## config.mk

```make
export PLATFORM = sky130hd
export DESIGN_NAME = c2s_sqrt
export DESIGN_NICKNAME = d
export VERILOG_FILES = /design/src/rtl/core/c2s_sqrt.sv
export SDC_FILE = /design/constraint.sdc
export NUM_CORES = 1
export LEC_CHECK = 0
export BUFFER_PORTS_ARGS = -buffer_cell sky130_fd_sc_hd__buf_2
export CORE_AREA = 10 10 235 237
export DETAILED_ROUTE_END_ITERATION = 10
export DIE_AREA = 0 0 245 247
export PLACE_DENSITY = 0.89
export SLEW_MARGIN = 20
export SYNTH_ARGS = -nofsm -noshare
export SYNTH_HDL_FRONTEND = slang
export SYNTH_SLANG_ARGS = --single-unit
```

## constraint.sdc

```tcl
create_clock -name clk -period 3.5 [get_ports clk]
set_input_delay 0.525 -clock clk [delete_from_list [all_inputs] [get_ports clk]]
set_output_delay 0.525 -clock clk [all_outputs]
set_load 0.02 [all_outputs]
```

## src/rtl/core/c2s_sqrt.sv

```systemverilog
// ----------------------------------------------------------------------------
// c2s_sqrt
// Pipelined integer square root, one root bit per stage, restoring form.
// Gives the floor root and the remainder.
// ----------------------------------------------------------------------------
`default_nettype none

module c2s_sqrt #(
	parameter int IN_BITS = 32
) (
	input  wire                    clk,
	input  wire                    en,
	input  wire [IN_BITS-1:0]      n,
	output logic [IN_BITS/2-1:0]   root,
	output logic [IN_BITS-1:0]     rem
);

	localparam int R = IN_BITS / 2;

	logic [IN_BITS-1:0] rem_s  [R];
	logic [R-1:0]       root_s [R];

	for (genvar j = 0; j < R; j++) begin : g_bit
		localparam int B = R - 1 - j;

		logic [IN_BITS-1:0] rem_prev, trial;
		logic [R-1:0]       root_prev;

		if (j == 0) begin : g_first
			assign rem_prev  = n;
			assign root_prev = '0;
		end else begin : g_next
			assign rem_prev  = rem_s[j-1];
			assign root_prev = root_s[j-1];
		end

		// (root + 2^B)^2 - root^2 = root * 2^(B+1) + 4^B
		assign trial = (IN_BITS'(root_prev) << (B + 1)) | (IN_BITS'(1) << (2*B));

		always_ff @(posedge clk) begin
			if (en) begin
				if (rem_prev >= trial) begin
					rem_s[j]  <= rem_prev - trial;
					root_s[j] <= root_prev | (R'(1) << B);
				end else begin
					rem_s[j]  <= rem_prev;
					root_s[j] <= root_prev;
				end
			end
		end
	end

	assign root = root_s[R-1];
	assign rem  = rem_s[R-1];

endmodule

`default_nettype wire

```

## Yosys cells after proc, flatten, opt, wreduce, memory -nomap -nowiden

Memory sizes are Yosys's and may differ from the RTL's.
Cells that the tools add are included.

| word-level totals | value |
|---|---|
| input port bits | 34 |
| memory bits (writable) | 768 |
| memories | 2 |
| register bits after elaboration | 0 |

Memory list:

| memory | depth | bits a word | rd ports | clocked after memory_dff | wr ports | line | RTL |
|---|---|---|---|---|---|---|---|
| rem_s | 16 | 32 | 16 | 0 | 16 | 20 | `logic [IN_BITS-1:0] rem_s [R];` |
| root_s | 16 | 16 | 16 | 0 | 16 | 21 | `logic [R-1:0] root_s [R];` |

| operators by class | value |
|---|---|
| $add $sub $neg | 16 |
| mux-type cells | 128 |
| $lt $le $gt $ge | 16 |
| bitwise logic cells | 32 |

Operators with widths:

| kind | number |
|---|---|
| 32-bit two-way mux | 16 |
| 16-bit two-way mux | 16 |
| 1-bit two-way mux | 96 |
| 32-bit by 17-bit greater-or-equal comparator with 1-bit output | 1 |
| 32-bit by 18-bit greater-or-equal comparator with 1-bit output | 1 |
| 32-bit by 19-bit greater-or-equal comparator with 1-bit output | 1 |
| 32-bit by 20-bit greater-or-equal comparator with 1-bit output | 1 |
| 32-bit by 21-bit greater-or-equal comparator with 1-bit output | 1 |
| 32-bit by 22-bit greater-or-equal comparator with 1-bit output | 1 |
| 32-bit by 23-bit greater-or-equal comparator with 1-bit output | 1 |
| 32-bit by 24-bit greater-or-equal comparator with 1-bit output | 1 |
| 32-bit by 25-bit greater-or-equal comparator with 1-bit output | 1 |
| 32-bit by 26-bit greater-or-equal comparator with 1-bit output | 1 |
| 32-bit by 27-bit greater-or-equal comparator with 1-bit output | 1 |
| 32-bit by 28-bit greater-or-equal comparator with 1-bit output | 1 |
| 32-bit by 29-bit greater-or-equal comparator with 1-bit output | 1 |
| 32-bit by 30-bit greater-or-equal comparator with 1-bit output | 1 |
| 32-bit by 31-bit greater-or-equal comparator with 1-bit output | 1 |
| 32-bit by 31-bit greater-or-equal comparator with 1-bit output (second input constant) | 1 |
| 1-bit bitwise OR | 32 |
| 32-bit by 17-bit subtractor with 32-bit output | 1 |
| 32-bit by 18-bit subtractor with 32-bit output | 1 |
| 32-bit by 19-bit subtractor with 32-bit output | 1 |
| 32-bit by 20-bit subtractor with 32-bit output | 1 |
| other kinds (12) | 12 |

## Depth between registers and ports, before layout

An unclocked memory read counts as a cell.

| depth | value |
|---|---|
| depth after elaboration | 6 |
| depth in mapped cells | 13 |
| mapped depth without buffers | 10 |

## Least setup slack after synthesis

No wires, ideal clock.

| timing | value |
|---|---|
| kind | register -> register |
| start point | mem rem_s[13][17] (netlist: rem_s[1][177]) |
| end point | mem rem_s[14][26] (netlist: rem_s[1][218]) (data pin) |
| slack | 0.439 ns |
| data arrival time | 2.789 ns |
| library setup time | 0.271 ns |
| clock period less this slack | 3.061 ns |
| buffers on the path | 2 |
| stages on the path, launching flop included | 11 |
| cell sequence | edfxtp_1 > ha_1 > a2111oi_0 > or3b_1 > clkbuf_1 > nor4b_1 > a32o_1 > buf_6 > o21bai_1 > nor4_1 > xor2_1 |

RTL lines:

| item | line |
|---|---|
| start, declared | 20 |

==> results.json <==
{
  "run_status": "finished clean",
  "fmax_mhz": 299.8,
  "ant_nets": 0,
  "post_cts_resized": 0,
  "setup_viol_count_final": 0,
  "slew_headroom_pct": 38.54,
  "gp_routability_congestion": 0.9548,
  "synthFlopType": "edfxtp_1",
  "groute.usage.overall_pct": 24.10,
  "synthesis.area_mm2": 0.03154,
  "postRouteWirelength_mm": 73.07,
  "sink_count": 648,
  "dp_hpwl_mm": 51.57,
  "finalHoldViolCount": 0,
  "number_of_buffers_created_by_cts": 68,
  "routed-via-count": 21050,
  "clock_tree_from_tritoncts": "done",
  "slew_viol_final": 0,
  "maxCapViolCount": 0,
  "initial_core_util_pct": 62.23,
  "min_period_ns": 3.335,
  "route.detailed.drc": 0,
  "first_global_vias": 21640,
  "place.port_buffers": 81,
  "timing.critical_path.from_type": "flop",
  "worst_pin_slew_ns": 0.9219,
  "design.die.area_mm2": 0.06052,
  "synth_seq_area_share_pct": 61.70,
  "post_synth.cell_area_avg_um2": 12.44,
  "p_per_area_mw_per_mm2": 609.4,
  "synthDistinctLibCells": 79,
  "clock_tree.root_cell": "clkbuf_16",
  "hp-class": "input pin to flop",
  "post-cts-setup-buffer-count": 0,
  "crit_type": "flop to flop",
  "max-clock-path-buffers": 3,
  "die_y_um": 247,
  "final_area_mm2": 0.03518,
  "antenna_found_initial": 2,
  "leakagePower_nw": 13.13,
  "final_layout_size_suffix_gt1_share_pct": 9.970,
  "grt_start_max_net_pins": 127,
  "finalClockSkew_ns": 0.04990,
  "routed_via_density": 6.209,
  "setup_tns_ns": 0,
  "final_core_util_pct": 69.43,
  "final_net_count": 2842,
  "number_of_enable_type_register_cells_in_the_synthesized_netlist": 648,
  "synth_cells": 2535,
  "mappedNetlistNets": 2721,
  "dpl_cell_area_mm2": 0.03287,
  "cts.reportedPaths.clkPinSlew_ns": 0.06,
  "async_reset_ff_share_pct": 0,
  "crit_required_ns": 3.83,
  "wl_per_cell_um": 21.55,
  "totalPowerFinal_mw": 21.44,
  "std_cell_rows": 83,
  "dr.pass1.iters": 6,
  "wire_length_of_the_first_global_routing_pass_mm": 114.9,
  "boundaryPins": 82,
  "worst_ir_drop_vdd_mv": 0.5371,
  "insertion_delay_ns": 0.64,
  "crit_fanout": 7,
  "critPathArrivalTime_ns": 3.67,
  "cts_hold_buf": 0,
  "core_area_mm2": 0.05068,
  "residual_overflow_from_global_routing": 0,
  "htreeDepth": 3,
  "endpoint_kind": "flop",
  "synthesis.yosys.warnings": 0,
  "die_x_um": 245,
  "drtIter0Drc": 2111,
  "area_growth_syn_to_layout_pct": 11.56,
  "period_share_pct": 95.29,
  "yosys_register_bits": 648,
  "grt_setup_unrepaired": "false"
}
## power breakdown
part           switching (mW)  internal (mW)
combinational            2.19           1.47
clock                    3.07           4.29
sequential              0.695           9.73
total                    5.95           15.5
## critical path, cell delays in order (launching register included)
cell and delay, ns:
edfxtp_1 0.41, ha_1 0.41, a2111oi_0 0.60, or3b_1 0.43, nor4b_1 0.32, a32o_1 0.34
o21bai_1 0.28, nor4_1 0.12, xor2_1 0.16
## routing by layer
metal | vias to the layer above | share of wire, % | GRT usage [%] | wire, um
li1 | 9707 | - | - | -
met1 | 10150 | 33 | 22.88 | 23790
met2 | 920 | 56 | 47.24 | 40900
met3 | 276 | 5.1 | 3.550 | 3739
met4 | 0 | 6.4 | 15.65 | 4640
met5 | - | 0 | 0 | 0
## registers in the layout, summed over array words and instances, names as in the netlist
signal,cells
rem_s,512
root_s,136
## cells by family after synthesis
family	Yosys count	share of synthesized area, %
AO/OA/AOI/OAI	469	9.232
flip-flops	648	61.70
multiplexers	20	0.6982
buffers and inverters	256	3.118
adder cells (fa/ha/maj)	152	6.030
AND/OR/NAND/NOR	759	12.81
XOR/XNOR	231	6.415
## cell usage after synthesis, drive strengths merged (5+ instances only)
| cell | count | area [um^2] |
|---|---|---|
| mux2 | 16 | 180.2 |
| o21a | 31 | 232.7 |
| nor3 | 85 | 445.4 |
| nand4b | 12 | 105.1 |
| a31oi | 8 | 50.05 |
| nor2 | 133 | 499.2 |
| nand3b | 9 | 67.56 |
| ha | 152 | 1902 |
| and4 | 8 | 70.07 |
| o2111ai | 6 | 58.80 |
| o21bai | 11 | 82.58 |
| a211oi | 21 | 162.6 |
| o21ai | 159 | 795.8 |
| nand4 | 30 | 187.7 |
| nand3 | 46 | 230.2 |
| nor4b | 23 | 201.4 |
| xnor2 | 113 | 989.7 |
| nor4 | 79 | 515.5 |
| nand2b | 40 | 250.2 |
| inv | 182 | 683.2 |
| or3 | 28 | 175.2 |
| edfxtp | 648 | 19460 |
| xor2 | 118 | 1033 |
| and3 | 9 | 56.30 |
| o22ai | 5 | 31.28 |
| clkbuf | 64 | 240.2 |
| a211o | 6 | 52.55 |
| a21o | 28 | 210.2 |
| o31ai | 11 | 87.58 |
| a2111oi | 6 | 52.55 |
| o211ai | 18 | 135.1 |
| buf | 9 | 56.30 |
| or2 | 10 | 62.56 |
| a21oi | 119 | 595.6 |
| nor2b | 23 | 143.9 |
| nand2 | 181 | 679.4 |
| or4 | 20 | 153.9 |
## layout make-up
type | instances | area [um^2]
fill | 3236 | 15490
inverter | 183 | 686.9
sequential | 648 | 19460
clock buffer | 86 | 1790
timing repair buffer | 124 | 763.2
multi-input combinational | 1631 | 11130
clock inverter | 36 | 495.5
tap | 680 | 850.8
antenna | 2 | 5.005
## cell usage in the layout, fill, tap and decap left out, drive strengths merged, types with 8 or more instances in the layout
master  count
o31ai      11
and4        8
o21bai     11
a211oi     21
o21a       31
or2        10
nor4b      23
nand4      30
nor2      133
nor2b      23
nand2b     40
mux2       16
nand3b      9
nand2     181
xor2      118
bufinv      8
ha        152
and3        9
or3        28
a31oi       8
nor4       79
xnor2     113
nand4b     12
o211ai     18
clkinv     25
clkbuf     86
or4        20
nand3      46
inv       185
a21o       28
nor3       85
a21oi     119
o21ai     159
edfxtp    648
buf       124
## per-stage QoR
step | instances | hold slack, ns | setup slack (ns)
2_1_floorplan | 2535 | 0.4166 | 0.4392
3_3_place_gp | 3266 | 0.4238 | 0.3058
3_5_place_dp | 3266 | 0.4272 | 0.2466
4_1_cts | 3388 | 0.06990 | 0.1004
5_1_grt | 3390 | 0.08394 | 0.01649
6_report | 3390 | 0.08891 | 0.1649
## worst paths after layout
path	startpoint	endpoint	slack, ns	cells past startpoint
worst max-delay path	rem_s[1][177]$_DFFE_PP_	rem_s[1][218]$_DFFE_PP_	0.16	8
worst min-delay path	n[16]	rem_s[0][16]$_DFFE_PP_	0.09	1
worst max register to register	rem_s[1][177]$_DFFE_PP_	rem_s[1][218]$_DFFE_PP_	0.16	8
worst min register to register	root_s[1][30]$_DFFE_PP_	root_s[1][46]$_DFFE_PP_	0.44	0
Power figures use the tool's default switching activity.
