File: src/rtl/core/c2s_pkg.sv
// ----------------------------------------------------------------------------
// c2s_pkg
// Shared constants, angle table and flag type of the Cartesian to spherical
// converter.
// ----------------------------------------------------------------------------
`default_nettype none

package c2s_pkg;

	// Defaults for the top-level parameters
	localparam int DEF_COORD_WIDTH       = 16;
	localparam int DEF_CORDIC_ITERATIONS = 18;

	// Output field widths
	localparam int RADIUS_BITS = 16;
	localparam int POLAR_BITS  = 16;
	localparam int AZIM_BITS   = 18;
	localparam int RADIUS_MAX  = 65535;

	// Angles in degrees times 256
	localparam int RIGHT_ANGLE    = 23040;
	localparam int STRAIGHT_ANGLE = 46080;

	// CORDIC scaling: components times 2^28, accumulator in degrees times 2^16
	localparam int GUARD_SHIFT = 28;
	localparam int ACC_BITS    = 25;
	localparam int ANGLE_BITS  = 16;
	localparam int ACC_FRAC    = 8;

	// Normalization for the polar angle: operand width, window and shift limit.
	// The operand is wide enough for the unshifted xy sum of the widest
	// coordinates; the window bounds the larger square after shifting.
	localparam int NORM_BITS      = 64;
	localparam int NORM_WINDOW    = 62;
	localparam int NORM_ROOT_BITS = NORM_BITS / 2;
	localparam int NORM_STEPS     = 5;
	localparam int NORM_K_BITS    = NORM_STEPS;
	localparam int MAX_NORM_SHIFT = 30;

	// Front-end latency (input, squares, sums)
	localparam int FRONT_STAGES = 3;

	// atan(2^-i) in degrees times 65536
	localparam int ATAN_TABLE [32] = '{
		2949120, 1740967, 919879, 466945, 234379, 117304, 58666, 29335,
		14668, 7334, 3667, 1833, 917, 458, 229, 115,
		57, 29, 14, 7, 4, 2, 1, 0,
		0, 0, 0, 0, 0, 0, 0, 0
	};

	// Sign and zero information that selects the special cases
	typedef struct packed {
		logic zero_vec;
		logic x_zero;
		logic x_neg;
		logic y_pos;
		logic y_neg;
		logic sxy_zero;
		logic z_zero;
		logic z_pos;
	} flags_t;

endpackage

`default_nettype wire

File: src/rtl/core/c2s_front.sv
// ----------------------------------------------------------------------------
// c2s_front
// Input register, component squares and sums, sign flags and CORDIC
// operands for the azimuth. Three register stages.
// ----------------------------------------------------------------------------
`default_nettype none

module c2s_front #(
	parameter int COORD_WIDTH = c2s_pkg::DEF_COORD_WIDTH
) (
	input  wire                          clk,
	input  wire                          en,
	input  wire signed [COORD_WIDTH-1:0] x,
	input  wire signed [COORD_WIDTH-1:0] y,
	input  wire signed [COORD_WIDTH-1:0] z,
	output c2s_pkg::flags_t              flags,
	output logic [2*COORD_WIDTH-1:0]     total,
	output logic [2*COORD_WIDTH-1:0]     sxy,
	output logic [2*COORD_WIDTH-1:0]     mag_max,
	output logic [COORD_WIDTH-1:0]       z_abs,
	output logic signed [COORD_WIDTH:0]  az_a,
	output logic signed [COORD_WIDTH:0]  az_b
);

	import c2s_pkg::*;

	localparam int W = COORD_WIDTH;

	logic signed [W-1:0] x_s1, y_s1, z_s1;

	logic signed [2*W-1:0] xsq, ysq, zsq;
	logic signed [W:0]     xe, ye, ze, zneg;
	flags_t                flg;

	logic [2*W-1:0]    xx_s2, yy_s2, zz_s2;
	logic [W-1:0]      za_s2;
	logic signed [W:0] aa_s2, ab_s2;
	flags_t            flags_s2;

	logic [2*W-1:0] sum_xy;

	logic [2*W-1:0]    total_s3, sxy_s3, max_s3;
	logic [W-1:0]      za_s3;
	logic signed [W:0] aa_s3, ab_s3;
	flags_t            flags_s3;

	// Capture the request
	always_ff @(posedge clk) begin
		if (en) begin
			x_s1 <= x;
			y_s1 <= y;
			z_s1 <= z;
		end
	end

	// Squares, magnitudes and signs
	assign xsq  = x_s1 * x_s1;
	assign ysq  = y_s1 * y_s1;
	assign zsq  = z_s1 * z_s1;
	assign xe   = (W+1)'(x_s1);
	assign ye   = (W+1)'(y_s1);
	assign ze   = (W+1)'(z_s1);
	assign zneg = -ze;

	always_comb begin
		flg.x_zero   = (x_s1 == '0);
		flg.x_neg    = x_s1[W-1];
		flg.y_neg    = y_s1[W-1];
		flg.y_pos    = !y_s1[W-1] && (y_s1 != '0);
		flg.z_zero   = (z_s1 == '0);
		flg.z_pos    = !z_s1[W-1] && (z_s1 != '0);
		flg.sxy_zero = (x_s1 == '0) && (y_s1 == '0);
		flg.zero_vec = (x_s1 == '0) && (y_s1 == '0) && (z_s1 == '0);
	end

	always_ff @(posedge clk) begin
		if (en) begin
			xx_s2    <= unsigned'(xsq);
			yy_s2    <= unsigned'(ysq);
			zz_s2    <= unsigned'(zsq);
			za_s2    <= z_s1[W-1] ? zneg[W-1:0] : ze[W-1:0];
			aa_s2    <= x_s1[W-1] ? -xe : xe;
			ab_s2    <= x_s1[W-1] ? -ye : ye;
			flags_s2 <= flg;
		end
	end

	// Sums and the larger of the two parts for normalization
	assign sum_xy = xx_s2 + yy_s2;

	always_ff @(posedge clk) begin
		if (en) begin
			sxy_s3   <= sum_xy;
			total_s3 <= sum_xy + zz_s2;
			max_s3   <= (sum_xy > zz_s2) ? sum_xy : zz_s2;
			za_s3    <= za_s2;
			aa_s3    <= aa_s2;
			ab_s3    <= ab_s2;
			flags_s3 <= flags_s2;
		end
	end

	assign flags   = flags_s3;
	assign total   = total_s3;
	assign sxy     = sxy_s3;
	assign mag_max = max_s3;
	assign z_abs   = za_s3;
	assign az_a    = aa_s3;
	assign az_b    = ab_s3;

endmodule

`default_nettype wire

File: config.mk
export PLATFORM = sky130hd
export DESIGN_NAME = c2s_front
export DESIGN_NICKNAME = d
export VERILOG_FILES = /design/src/rtl/core/c2s_pkg.sv /design/src/rtl/core/c2s_front.sv
export SDC_FILE = /design/constraint.sdc
export NUM_CORES = 2
export LEC_CHECK = 0
export BUFFER_PORTS_ARGS = -buffer_cell sky130_fd_sc_hd__clkbuf_2
export CAP_MARGIN = 20
export CORE_MARGIN = 5
export CORE_UTILIZATION = 31
export CTS_CLUSTER_SIZE = 25
export DETAILED_ROUTE_END_ITERATION = 8
export PLACE_DENSITY_LB_ADDON = 0.3
export SYNTH_ARGS = -nofsm -noshare
export SYNTH_HDL_FRONTEND = slang
export SYNTH_SLANG_ARGS = --single-unit
File: constraint.sdc
create_clock -name clk -period 12.5 [get_ports clk]
set_input_delay 1.25 -clock clk [delete_from_list [all_inputs] [get_ports clk]]
set_output_delay 1.25 -clock clk [all_outputs]
set_load 0.1 [all_outputs]
* Yosys cells after proc, flatten, opt, wreduce, memory -nomap -nowiden
Cells that the tools add are included.
Storage, ports and cells: flip-flop bits (word level) 356, input bits 50, output and inout bits 154, word-level logic and storage cells 57
Cells by class: add/subtract/negate cells 5, multiply operators 3, order comparisons 1, muxes and demuxes 4, reductions and logical operators 11
Operator list (number):
- $mul 16x16->32 | 3
- $add 32x32->32 | 2
- $logic_not 16->1 | 3
- $neg 16->17 | 2
- $gt 32x32->1 | 1
- $mux 32 | 1
- $reduce_bool 16->1 | 2
- $mux 15 | 2
- $mux 17 | 1
- $neg 16->16 | 1
- $logic_and 1x1->1 | 4
- $logic_not 1->1 | 2

* Logic depth before layout (Yosys ltp)
word-level depth 3, gate-level depth with buffers 25, gate-level depth less buffers 23

* Worst setup path before layout
Ideal clock, no wire load.
path kind register -> register, start point register x_s1[15], end point register xx_s2[31] (data pin), library setup time 0.260 ns, arrival time 6.370 ns, required time 12.240 ns, path slack 5.870 ns, stages on the path, launching flop included 24, buffers on the path 2, period minus slack after synthesis 6.630 ns, cell sequence edfxtp_1 inv_1 clkbuf_1 buf_1 nor2_1 fa_1 fa_1 inv_1 fa_1 inv_1 fa_1 fa_1 inv_1 fa_1 inv_1 ha_1 nand3_1 nand3b_1 a21oi_1 o21ai_0 a22o_1 a311o_1 a21oi_1 xnor2_1
Between the ends: word-level cells in the longest chain between the ends 1
RTL lines:
- start: declaration | line c2s_front.sv:29 | logic signed [W-1:0] x_s1, y_s1, z_s1;
- start signal: assignment | line c2s_front.sv:50 | x_s1 <= x;
- $mul 16x16->32 | line c2s_front.sv:57 | assign xsq = x_s1 * x_s1;
- via xsq[31] | line c2s_front.sv:31 | logic signed [2*W-1:0] xsq, ysq, zsq;
- end signal: assignment | line c2s_front.sv:78 | xx_s2 <= unsigned'(xsq);
- end: declaration | line c2s_front.sv:35 | logic [2*W-1:0] xx_s2, yy_s2, zz_s2;
The timed path passes the listed nets, and every way through them passes these cells. A chain may end at the register's enable or synchronous reset.

* Worst setup path after layout
start point register x_s1[1], end point register xx_s2[26] (data pin)
The elaborated chain is that of the path after synthesis.

==> impl_metrics.json <==
{
  "cts_hold_buf": 0,
  "numCtsBuffers": 44,
  "holdPathEnd": "flags[2]$_DFFE_PP_",
  "hold_viol": 0,
  "synthArstFlopShare": 0,
  "ant_nets": 0,
  "post_drt_wl_per_cell_um": 17.1,
  "antenna_found_initial": 6,
  "totalWireLength_um": 104000,
  "worstSetupPathType": "reg -> reg",
  "grt_pass1_vias": 30000,
  "io_pins": 204,
  "multiInputGateArea_um2": 27700,
  "cts.path.max_buffers": 3,
  "ys_ff_latch": 350,
  "yosysSeqAreaShare": 0.247,
  "timing.critical_path.buf_inv": 5,
  "status": "finished clean",
  "drive_gt1_frac": 0.0863,
  "r2r-end": "xx_s2[26]$_DFFE_PP_",
  "synthAdderAreaFrac": 0.442,
  "fin_cells": 6094,
  "crit_required_ps": 12820,
  "grt_overflow": 0,
  "cp_slowest_cell": "edfxtp_1",
  "hold_depth": 0,
  "grt_max_degree": 82,
  "fin_setup_tns_ps": 0,
  "clkTransAtPathRegs_ps": 60,
  "relSlewSlack": 0.273,
  "cts.sinks": 350,
  "post-dp-hpwl_um": 85300,
  "fin_crit_sh": 0.606,
  "syn_avg_cell_area_um2": 10.4,
  "antennaDiodeCount": 0,
  "fmaxAchievable_mhz": 132,
  "postCtsSetupRepairBufs": 0,
  "syn_nets": 5223,
  "grt.total_usage": 0.147,
  "setup_viol": 0,
  "drt_iter0_drc": 1730,
  "fin_crit_ps": 7580,
  "root_buffer": "clkbuf_16",
  "pre_cts_slack_ps": 5090,
  "cts_resized": 0,
  "die_y_um": 381,
  "io_buffers": 203,
  "rows": 136,
  "fillers": 13800,
  "crit_path_frequent_cell": "fa_1",
  "layout_setup_ws_ps": 4920,
  "dp.cells": 6012,
  "synth.area.mux_share": 0.00458,
  "synth-simple-area-share": 0.0879,
  "drv_slew": 0,
  "synth_compound_area_frac": 0.0721,
  "drv_cap": 0,
  "layout-area-overhead-vs-synth_pct": 10.8,
  "timing.critical_path.arrival_ps": 7900,
  "synthXorXnorAreaFrac": 0.0442,
  "synth_edf_count": 350,
  "syn_area_um2": 42600,
  "end_kind": "flop",
  "synthCells": 4091,
  "path_cells": "clkinv_1 -> nor2_1 -> fa_1 -> inv_1 -> fa_1 -> fa_1 -> inv_1 -> fa_1 -> fa_1 -> inv_1 -> fa_1 -> inv_1 -> ha_1 -> and4_1 -> and2_1 -> a22oi_1 -> a31oi_1 -> a21oi_1 -> o21ai_0 -> o41ai_1 -> xnor2_1",
  "synth_top_family_by_area": "adder cells",
  "h-tree-depth": 2,
  "rsz0062_at_grt": "no",
  "cp_max_fo": 18,
  "utilization": 0.344,
  "coreArea_um2": 137000,
  "seqCellArea_um2": 10500,
  "synth_warnings": 0,
  "reg2reg_slack_ps": 4920,
  "die_area_um2": 145000,
  "hold_path_class": "reg -> reg",
  "hp-start": "flags_s2[2]$_DFFE_PP_",
  "reg2regPathDepth": 21,
  "drcViolationCount": 0,
  "cts_tree": "done",
  "cpPeakStageDelay_ps": 870,
  "netlist-cell-type-count": 82,
  "first_pass_iters": 5,
  "fin_skew_ps": 27.3,
  "ys_dominant_reg_cell": "edfxtp_1",
  "tightest_slew_ps": 1090,
  "grt_pass1_wl_um": 168000,
  "timing.critical_path.from_type": "flop",
  "start_util": 0.311,
  "crit_family": "adder cells",
  "die_w_um": 381,
  "nets": 5397,
  "clk_latency_ps": 610,
  "vias": 28100,
  "vias_per_cell": 4.62,
  "r2r_start": "x_s1[1]$_DFFE_PP_",
  "place_congestion": 0.865
}
-- synth_stat cells, types with 7 or more instances --
cell / n / area [um^2]
inv_1: 1042 / 3910
fa_1: 701 / 14000
ha_1: 381 / 4770
edfxtp_1: 350 / 10500
nand2_1: 309 / 1160
nor2_1: 198 / 743
xnor2_1: 177 / 1550
a21oi_1: 123 / 616
clkbuf_1: 97 / 364
o21ai_0: 83 / 415
and2_1: 79 / 494
a21o_1: 45 / 338
nor3_1: 40 / 200
xor2_1: 38 / 333
nand3_1: 32 / 160
o31ai_1: 24 / 180
nand2b_1: 23 / 144
o21bai_1: 21 / 158
a31o_2: 20 / 175
nor4_1: 19 / 119
nor2b_1: 18 / 113
a211oi_1: 17 / 128
and3_1: 17 / 106
a31oi_1: 15 / 93.8
nand4_1: 15 / 93.8
o211ai_1: 15 / 113
or2_2: 14 / 87.6
mux2_2: 12 / 135
a21boi_0: 10 / 75.1
o21a_1: 10 / 75.1
or3_1: 10 / 62.6
buf_1: 8 / 30.0
clkinv_1: 8 / 30.0
o2111ai_1: 8 / 70.1
nand3b_1: 7 / 52.6
-- worst register-to-register path, cell delays in order, from the launching register on --
cell and delay (ps):
edfxtp_1 870, clkinv_1 580, nor2_1 430, fa_1 490, inv_1 110, fa_1 420, fa_1 510, inv_1 50
fa_1 490, fa_1 490, inv_1 50, fa_1 490, inv_1 50, ha_1 350, and4_1 250, and2_1 160
a22oi_1 320, a31oi_1 250, a21oi_1 290, o21ai_0 170, o41ai_1 320, xnor2_1 160
-- layer usage --
metal | global-route usage | wire length, um
met4 | 0.0341 | 2310
met3 | 0.0249 | 5710
met2 | 0.239 | 49300
met1 | 0.204 | 47000
met5 | 0 | 57
-- placed cells by master (no fill, tap or decap), drive strengths merged, types with 12 or more instances in the layout --
cell    instances
nor2b          19
a31oi          15
edfxtp        350
nand4          15
a21o           45
nor3           40
or2            14
fa            701
nand3          32
clkinv         24
xor2           38
nand2b         23
ha            381
xnor2         177
a211oi         17
nor2          199
and3           17
mux2           12
inv          1052
o21ai          87
nand2         309
clkbuf        252
a31o           20
o21bai         21
a21oi         126
buf            36
o211ai         15
nor4           19
o31ai          25
and2           80
-- how the worst max path moves through the flow --
stage                  startpoint                   to  slack, ps  cells past startpoint
2_1_floorplan  x_s1[15]$_DFFE_PP_  xx_s2[31]$_DFFE_PP_       5870                     23
3_3_place_gp    x_s1[1]$_DFFE_PP_  xx_s2[26]$_DFFE_PP_       5120                     21
3_5_place_dp    x_s1[1]$_DFFE_PP_  xx_s2[26]$_DFFE_PP_       5090                     21
4_1_cts         x_s1[1]$_DFFE_PP_  xx_s2[26]$_DFFE_PP_       5050                     21
5_1_grt         x_s1[1]$_DFFE_PP_  xx_s2[26]$_DFFE_PP_       4560                     21
6_report        x_s1[1]$_DFFE_PP_  xx_s2[26]$_DFFE_PP_       4920                     21
-- cell type report --
cell class / instances / share of cell area
multi-input combinational: 2578 / 0.587
clock buffer: 49 / 0.0237
clock inverter: 32 / 0.00711
tap: 1794 / 0.0476
inverter: 1052 / 0.0837
timing repair buffer: 239 / 0.0274
sequential: 350 / 0.223
-- metrics by stage --
stage / hold slack [ps] / area (um^2)
after detailed placement: 405 / 45700
after floorplan: 400 / 42600
after CTS: 419 / 47100
after global routing: 423 / 47200
final: 417 / 47200
after global placement: 404 / 45700
-- flip-flops by register name (all words and copies together), names as in the netlist, 17 cells and up --
register	count
az_a	17
az_b	17
mag_max	32
sxy	32
total	32
xx_s2	31
yy_s2	31
zz_s2	31
-- cells by family (layout without fill, tap and decap cells) --
family	after synthesis	in the layout
buf+inv	1163	1372
xor+xnor	215	215
simple gates	806	806
mux	18	18
fa+ha+maj	1082	1082
flops	350	350
compound gates	457	457
Power is left out: the tool's default activity adds up to more than one toggle a clock period on the data nets, which glitch-free logic cannot reach.
