`src/rtl/core/c2s_pkg.sv`:
```
// ----------------------------------------------------------------------------
// c2s_pkg
// Shared constants, angle table and flag type of the Cartesian to spherical
// converter.
// ----------------------------------------------------------------------------
`default_nettype none

package c2s_pkg;

	// Defaults for the top-level parameters
	localparam int DEF_COORD_WIDTH       = 16;
	localparam int DEF_CORDIC_ITERATIONS = 18;

	// Output field widths
	localparam int RADIUS_BITS = 16;
	localparam int POLAR_BITS  = 16;
	localparam int AZIM_BITS   = 18;
	localparam int RADIUS_MAX  = 65535;

	// Angles in degrees times 256
	localparam int RIGHT_ANGLE    = 23040;
	localparam int STRAIGHT_ANGLE = 46080;

	// CORDIC scaling: components times 2^28, accumulator in degrees times 2^16
	localparam int GUARD_SHIFT = 28;
	localparam int ACC_BITS    = 25;
	localparam int ANGLE_BITS  = 16;
	localparam int ACC_FRAC    = 8;

	// Normalization for the polar angle: operand width, window and shift limit.
	// The operand is wide enough for the unshifted xy sum of the widest
	// coordinates; the window bounds the larger square after shifting.
	localparam int NORM_BITS      = 64;
	localparam int NORM_WINDOW    = 62;
	localparam int NORM_ROOT_BITS = NORM_BITS / 2;
	localparam int NORM_STEPS     = 5;
	localparam int NORM_K_BITS    = NORM_STEPS;
	localparam int MAX_NORM_SHIFT = 30;

	// Front-end latency (input, squares, sums)
	localparam int FRONT_STAGES = 3;

	// atan(2^-i) in degrees times 65536
	localparam int ATAN_TABLE [32] = '{
		2949120, 1740967, 919879, 466945, 234379, 117304, 58666, 29335,
		14668, 7334, 3667, 1833, 917, 458, 229, 115,
		57, 29, 14, 7, 4, 2, 1, 0,
		0, 0, 0, 0, 0, 0, 0, 0
	};

	// Sign and zero information that selects the special cases
	typedef struct packed {
		logic zero_vec;
		logic x_zero;
		logic x_neg;
		logic y_pos;
		logic y_neg;
		logic sxy_zero;
		logic z_zero;
		logic z_pos;
	} flags_t;

endpackage

`default_nettype wire

```
`src/rtl/core/c2s_norm.sv`:
```
// ----------------------------------------------------------------------------
// c2s_norm
// Pipelined normalizer: shifts the xy sum by 4^k and |z| by 2^k, with k the
// largest value up to the limit that keeps the larger square in the window.
// One binary shift step per stage.
// ----------------------------------------------------------------------------
`default_nettype none

module c2s_norm #(
	parameter int COORD_WIDTH = c2s_pkg::DEF_COORD_WIDTH
) (
	input  wire                                 clk,
	input  wire                                 en,
	input  wire [2*COORD_WIDTH-1:0]             mag_max,
	input  wire [2*COORD_WIDTH-1:0]             sxy,
	input  wire [COORD_WIDTH-1:0]               z_abs,
	output logic [c2s_pkg::NORM_BITS-1:0]       sxy_norm,
	output logic [c2s_pkg::NORM_ROOT_BITS-1:0]  z_norm
);

	import c2s_pkg::*;

	logic [NORM_BITS-1:0]      m_s  [NORM_STEPS];
	logic [NORM_BITS-1:0]      n_s  [NORM_STEPS];
	logic [NORM_ROOT_BITS-1:0] zn_s [NORM_STEPS];
	logic [NORM_K_BITS-1:0]    k_s  [NORM_STEPS];

	for (genvar j = 0; j < NORM_STEPS; j++) begin : g_step
		localparam int S = 1 << (NORM_STEPS - 1 - j);

		logic [NORM_BITS-1:0]      m_prev, n_prev;
		logic [NORM_ROOT_BITS-1:0] zn_prev;
		logic [NORM_K_BITS-1:0]    k_prev;
		logic                      take;

		if (j == 0) begin : g_first
			assign m_prev  = NORM_BITS'(mag_max);
			assign n_prev  = NORM_BITS'(sxy);
			assign zn_prev = NORM_ROOT_BITS'(z_abs);
			assign k_prev  = '0;
		end else begin : g_next
			assign m_prev  = m_s[j-1];
			assign n_prev  = n_s[j-1];
			assign zn_prev = zn_s[j-1];
			assign k_prev  = k_s[j-1];
		end

		// Take the step when the shifted value stays in the window and the
		// limit allows it
		assign take = ((m_prev >> (NORM_WINDOW - 2*S)) == '0)
			&& (({1'b0, k_prev} + (NORM_K_BITS+1)'(S))
				<= (NORM_K_BITS+1)'(MAX_NORM_SHIFT));

		always_ff @(posedge clk) begin
			if (en) begin
				if (take) begin
					m_s[j]  <= m_prev << (2*S);
					n_s[j]  <= n_prev << (2*S);
					zn_s[j] <= zn_prev << S;
					k_s[j]  <= k_prev + NORM_K_BITS'(S);
				end else begin
					m_s[j]  <= m_prev;
					n_s[j]  <= n_prev;
					zn_s[j] <= zn_prev;
					k_s[j]  <= k_prev;
				end
			end
		end
	end

	assign sxy_norm = n_s[NORM_STEPS-1];
	assign z_norm   = zn_s[NORM_STEPS-1];

endmodule

`default_nettype wire

```
`config.mk`:
```
export PLATFORM = sky130hd
export DESIGN_NAME = c2s_norm
export DESIGN_NICKNAME = d
export VERILOG_FILES = /design/src/rtl/core/c2s_pkg.sv /design/src/rtl/core/c2s_norm.sv
export SDC_FILE = /design/constraint.sdc
export NUM_CORES = 1
export LEC_CHECK = 0
export BUFFER_PORTS_ARGS = -buffer_cell sky130_fd_sc_hd__buf_2
export CAP_MARGIN = 30
export CORE_MARGIN = 4
export CORE_UTILIZATION = 45
export CTS_CLUSTER_DIAMETER = 60
export DETAILED_ROUTE_END_ITERATION = 8
export GPL_ROUTABILITY_DRIVEN = 0
export PLACE_DENSITY = 0.68
export SETUP_SLACK_MARGIN = 0.3
export SYNTH_ARGS = -nofsm -noshare
export SYNTH_HDL_FRONTEND = slang
export SYNTH_SLANG_ARGS = --single-unit
```
`constraint.sdc`:
```
create_clock -name clk -period 12.12 [get_ports clk]
set_input_delay 0.606 -clock clk [delete_from_list [all_inputs] [get_ports clk]]
set_output_delay 0.606 -clock clk [all_outputs]
set_load 0.01 [all_outputs]
```
Word-level counts from Yosys, hierarchy flattened:

Memory sizes are Yosys's and may differ from the RTL's.
Cells that the tools add are included.

* input port bits: 82
* flip-flop bits (word level): 0
* memories: 4
* output and inout port bits: 96
* bits in writable memories: 825

* reductions and logical operators: 9
* order comparisons: 4
* bitwise gates (word level): 20
* add/sub/neg operators: 8
* multiplexer cells: 50

Memories
* m_s: depth 5, width 64, read ports 4, clocked after Yosys merged registers in 0, wr ports 5, line c2s_norm.sv:23 `logic [NORM_BITS-1:0] m_s [NORM_STEPS];`
* n_s: depth 5, width 64, read ports 5, clocked after Yosys merged registers in 0, wr ports 5, line c2s_norm.sv:24 `logic [NORM_BITS-1:0] n_s [NORM_STEPS];`
* zn_s: depth 5, width 32, read ports 5, clocked after Yosys merged registers in 0, wr ports 5, line c2s_norm.sv:25 `logic [NORM_ROOT_BITS-1:0] zn_s [NORM_STEPS];`
* k_s: depth 5, width 5, read ports 4, clocked after Yosys merged registers in 0, wr ports 5, line c2s_norm.sv:26 `logic [NORM_K_BITS-1:0] k_s [NORM_STEPS];`

Operator list (number)
* 64-bit 2-to-1 mux: 10
* 64-bit logical NOT: 5
* 32-bit 2-to-1 mux: 5
* 1-bit 2-to-1 mux: 30
* 5-bit 2-to-1 mux: 5
* 6-bit by 5-bit less-or-equal comparator with 1-bit output, second input constant: 4
* 1-bit bitwise OR: 20
* 5-bit by 1-bit adder with 6-bit output, second input constant: 1
* 5-bit by 2-bit adder with 6-bit output, second input constant: 1
* 5-bit by 3-bit adder with 6-bit output, second input constant: 1
* 5-bit by 4-bit adder with 6-bit output, second input constant: 1
* 5-bit by 1-bit adder with 5-bit output, second input constant: 1
* 5-bit by 2-bit adder with 5-bit output, second input constant: 1
* 5-bit by 3-bit adder with 5-bit output, second input constant: 1
* 5-bit by 4-bit adder with 5-bit output, second input constant: 1
* 1-bit logical AND: 4

Longest topological paths before layout:

An unclocked memory read counts as a cell.

* depth in word-level cells: 8
* gate-level depth with buffers: 7
* gate-level depth less buffers: 5

Least setup slack after synthesis:

Ideal clock, no wire load.

* path type: in2reg
* start point: input port en
* end point: memory k_s[0][4] in the netlist's numbering, enable pin
* cell stages on the path: 2
* arrival time: 4.315 ns
* path slack: 7.271 ns
* setup time: 0.534 ns
* path through: buf_2 clkbuf_1

RTL lines
* from (decl): line c2s_norm.sv:13 `input wire en,`
* to (decl): line c2s_norm.sv:26

==> impl_table.tex <==
\begin{tabular}{lr}
\hline
Metric & Value \\
\hline
\multicolumn{2}{l}{\textbf{Die}} \\
\quad Placeable core region & around 0.05 mm\^{}2 \\
\quad Count of boundary I/O pins & 178 \\
\quad Floorplan die height & around 230 um \\
\quad Cell Rows & 81 \\
\quad Die span in x & between 200 and 250 um \\
\quad Area enclosed by the die boundary & 0.0529 mm\^{}2 \\
\quad Starting density of the core & 45.4\% \\
\multicolumn{2}{l}{\textbf{Global route}} \\
\quad Maximum number of pins on one net before global-route repair & 190 \\
\quad GR Overflow Total & 0 \\
\quad Number of global-route vias before repair & around 10k \\
\quad Number of antenna violations at the first check in global routing & 15 \\
\quad Total GRT Usage & between 10\% and 20\% \\
\quad First-pass GRT wire length & about 60000 um \\
\multicolumn{2}{l}{\textbf{Detailed routing}} \\
\quad First-pass DRT Iterations & 4 \\
\quad Final wirelength & slightly below 40000 um \\
\quad Number of nets with antenna violations after detailed routing & 0 \\
\quad Total number of vias & roughly 10k \\
\quad Vias per Instance & about 4.8 \\
\quad Initial drt markers & 740 \\
\quad DRC violations left & 0 \\
\quad WL per Instance & around 19 um \\
\multicolumn{2}{l}{\textbf{Pwr}} \\
\quad Peak ir drop on the vdd network & roughly 120 uV \\
\quad Total chip power & approximately 4.3 mW \\
\quad Sequential power share & 54.5\% \\
\quad Switching part of the total power & about a fifth \\
\quad Switching power & $\sim$0.90 mW \\
\quad Clock group share of total power & a little under two fifths \\
\quad Logic pwr share & around 7\% \\
\quad Areal power density over the cells & 169 mW/mm\^{}2 \\
\quad Total internal power & 3.43 mW \\
\quad Leakage power & slightly above 9 nW \\
\multicolumn{2}{l}{\textbf{Place}} \\
\quad Worst slack at placement & around 7.7 ns \\
\quad Post-DP HPWL & 25500 um \\
\quad Number of port buffers & about 180 \\
\multicolumn{2}{l}{\textbf{Critical path}} \\
\quad Critical path, cell by cell & buf\_8 -> buf\_4 -> buf\_16 -> buf\_12 -> buf\_4 -> buf\_16 \\
\quad Internal reg-to-reg setup slack & around 9.0 ns \\
\quad Kind of end point of the critical path & register \\
\quad Worst Reg2Reg Path Length in Cells & 5 \\
\quad Worst path slowest cell & sky130\_fd\_sc\_hd\_\_buf\_12 \\
\quad R2R Path End & zn\_s[3][14] \\
\quad Number of buffers and inverters on the critical path & 6 \\
\quad Cell type group with the largest total delay on the critical path & buffers and inverters \\
\quad Endpoint of the most critical setup path & n\_s[1][33] \\
\quad Required arrival time at the worst endpoint & approximately 12 ns \\
\quad Origin of the worst setup path & en \\
\quad Stage delay of the slowest cell on the critical path & 0.64 ns \\
\quad Type of the setup path with the least slack & input pin to register \\
\quad Count of cell instances traversed by the critical path & 6 \\
\quad Worst flop-to-flop path startpoint & m\_s[2][63] \\
\quad Data arrival, critical path & about 3.8 ns \\
\quad Critical path fanouts, max & approximately 190 \\
\quad Element type at the critical path start & input pin \\
\multicolumn{2}{l}{\textbf{STA}} \\
\quad RSZ-0062 raised after global routing & false \\
\quad Total negative setup slack & 0 ns \\
\quad Final count of negative-setup-slack endpoints & 0 \\
\quad Upper clock frequency limit & around 0.29 GHz \\
\quad Transition at the pin with the smallest max-transition slack & 1.04 ns \\
\quad Max-slew headroom at the worst pin & a little under a third \\
\quad Min setup slack post-route & 8.61 ns \\
\quad Final critical delay including setup and external delays & 3.51 ns \\
\quad Worst hold slack & approximately 0.29 ns \\
\quad Share of the clock period used by the worst path & between 20\% and 30\% \\
\quad Fin. max-slew vios & 0 \\
\quad Hold violation total from the final report & 0 \\
\quad Post-Route Skew & 0.0283 ns \\
\multicolumn{2}{l}{\textbf{Synth}} \\
\quad Cell count after synthesis & 1187 \\
\quad Mean instance size in the synthesized netlist & between 15 and 20 um\^{}2 \\
\quad Number of library cell types mapped by synthesis & 22 \\
\quad Sequential cell area fraction in the yosys report & 74.5\% \\
\quad Number of synthesized register bits & between 500 and 600 \\
\quad Syn nets & 1269 \\
\quad Post-Synthesis Cell Area & about 0.022 mm\^{}2 \\
\quad Warning count from the yosys run & 0 \\
\multicolumn{2}{l}{\textbf{CTS}} \\
\quad Count of instances resized after the clock tree is built & 0 \\
\quad H-tree levels & 2 \\
\quad Clock Tree Root & sky130\_fd\_sc\_hd\_\_clkbuf\_16 \\
\quad Setup repair bufs after CTS & 0 \\
\quad Clk pin slew, worst setup/hold paths & about 0.060 ns \\
\quad Number of buffers added to fix hold violations after cts & 0 \\
\quad CTS Buf Count & between 50 and 60 \\
\quad Clock network latency to the later pin of the worst-skew pair & 0.60 ns \\
\quad CTS tree & done \\
\quad Buffer levels on the longest clock path & 3 \\
\quad Number of clock sinks seen by CTS & 550 \\
\multicolumn{2}{l}{\textbf{Finish}} \\
\quad Multi-input combinational cell area & 0.00533 mm\^{}2 \\
\quad Layout-stage area growth over the synthesis result & 15.7\% \\
\quad Seq. cell area & 0.0165 mm\^{}2 \\
\quad Fill cell instance count of the final layout & about 3.9k \\
\quad Total number of nets in the final design & 1456 \\
\quad Fraction of layout cells with a size suffix above 1 & 44.6\% \\
\multicolumn{2}{l}{\textbf{Run}} \\
\quad Maximum capacitance violations & 0 \\
\multicolumn{2}{l}{\textbf{Worst hold path}} \\
\quad Hold path cells & 2 \\
\quad Hold WC Path Type & input pin to register \\
\multicolumn{2}{l}{\textbf{Run status}} \\
\quad Status & completed \\
\hline
\end{tabular}
## Yosys cell counts
master	count	area share, %
sky130_fd_sc_hd__a22o_1	7	0.28
sky130_fd_sc_hd__a31oi_1	1	0.028
sky130_fd_sc_hd__and2_1	162	4.6
sky130_fd_sc_hd__and3_1	3	0.085
sky130_fd_sc_hd__buf_1	1	0.017
sky130_fd_sc_hd__buf_2	23	0.52
sky130_fd_sc_hd__buf_4	8	0.27
sky130_fd_sc_hd__buf_6	2	0.10
sky130_fd_sc_hd__clkbuf_1	29	0.49
sky130_fd_sc_hd__edfxtp_1	550	74
sky130_fd_sc_hd__inv_1	10	0.17
sky130_fd_sc_hd__mux2_1	1	0.051
sky130_fd_sc_hd__mux2_2	357	18
sky130_fd_sc_hd__nand2_1	9	0.15
sky130_fd_sc_hd__nand3_1	1	0.023
sky130_fd_sc_hd__nand4_1	1	0.028
sky130_fd_sc_hd__nor2_1	10	0.17
sky130_fd_sc_hd__nor2b_1	2	0.056
sky130_fd_sc_hd__nor4_1	7	0.20
sky130_fd_sc_hd__o21a_1	1	0.034
sky130_fd_sc_hd__o31ai_4	1	0.096
sky130_fd_sc_hd__or4_1	1	0.034
## cell families after synthesis
| family | Yosys count | share of synthesized area [%] |
|---|---|---|
| DFF | 550 | 74.5 |
| muxes | 358 | 18.2 |
| and+or+nand+nor | 196 | 5.32 |
| buffers and inverters | 73 | 1.57 |
| AOI/OAI and AO/OA | 10 | 0.435 |
## power groups by stage
| stage | Combinational [mW] | Clock (mW) | Sequential (mW) |
|---|---|---|---|
| floorplan | 0.210 | 0 | 2.39 |
| global placement | 0.303 | 0 | 2.40 |
| detailed placement | 0.312 | 0 | 2.40 |
| CTS | 0.316 | 1.70 | 2.36 |
| global route | 0.343 | 1.78 | 2.38 |
| finish | 0.312 | 1.66 | 2.36 |
## state kept, by name, indices dropped and copies added, names as in the netlist
name and count:
n_s 320, zn_s 160, m_s 60, k_s 10
## stage by stage
stage               area, um^2  std cells  util (%)
floorplan                22200       1187         -
global placement         23700       1976      48.5
detailed placement       23800       1981      48.8
CTS                      25600       2081      52.4
global route             25600       2083      52.5
finish                   25600       2088      52.5
## worst min-delay path by stage
| stage | from | end | slack (ns) |
|---|---|---|---|
| global route | mag_max[10] | m_s[0][42] | 0.26 |
| CTS | mag_max[11] | m_s[0][43] | 0.24 |
| global placement | k_s[1][3] | k_s[2][3] | 0.40 |
| detailed placement | k_s[0][4] | k_s[1][4] | 0.41 |
| finish | mag_max[11] | m_s[0][43] | 0.29 |
| floorplan | k_s[0][4] | k_s[1][4] | 0.40 |
## layout by cell type, fill, tap and decap left out, drive strengths merged, types with 9 or more instances in the layout
| cell | instances |
|---|---|
| edfxtp | 550 |
| clkbuf | 63 |
| mux2 | 358 |
| clkinv | 28 |
| inv | 11 |
| buf | 194 |
| nor2 | 10 |
| nand2 | 9 |
| and2 | 162 |
## layer usage
layer	global-route usage (%)	vias to the layer above	wire length (um)
li1	-	4906	-
met1	21.2	4906	18400
met2	21.1	226	16900
met3	4.87	68	2670
met4	3.99	16	779
met5	0	-	91
## cell type report
| cell class | count | area share, % |
|---|---|---|
| clock inverter | 37 | 1.41 |
| multi-input combinational | 564 | 20.8 |
| sequential | 550 | 64.4 |
| tap | 664 | 3.24 |
| antenna | 6 | 0.0586 |
| timing repair buffer | 194 | 4.46 |
| clock buffer | 63 | 5.48 |
| inverter | 10 | 0.151 |
Note: power is estimated with default switching activity, not from simulation.
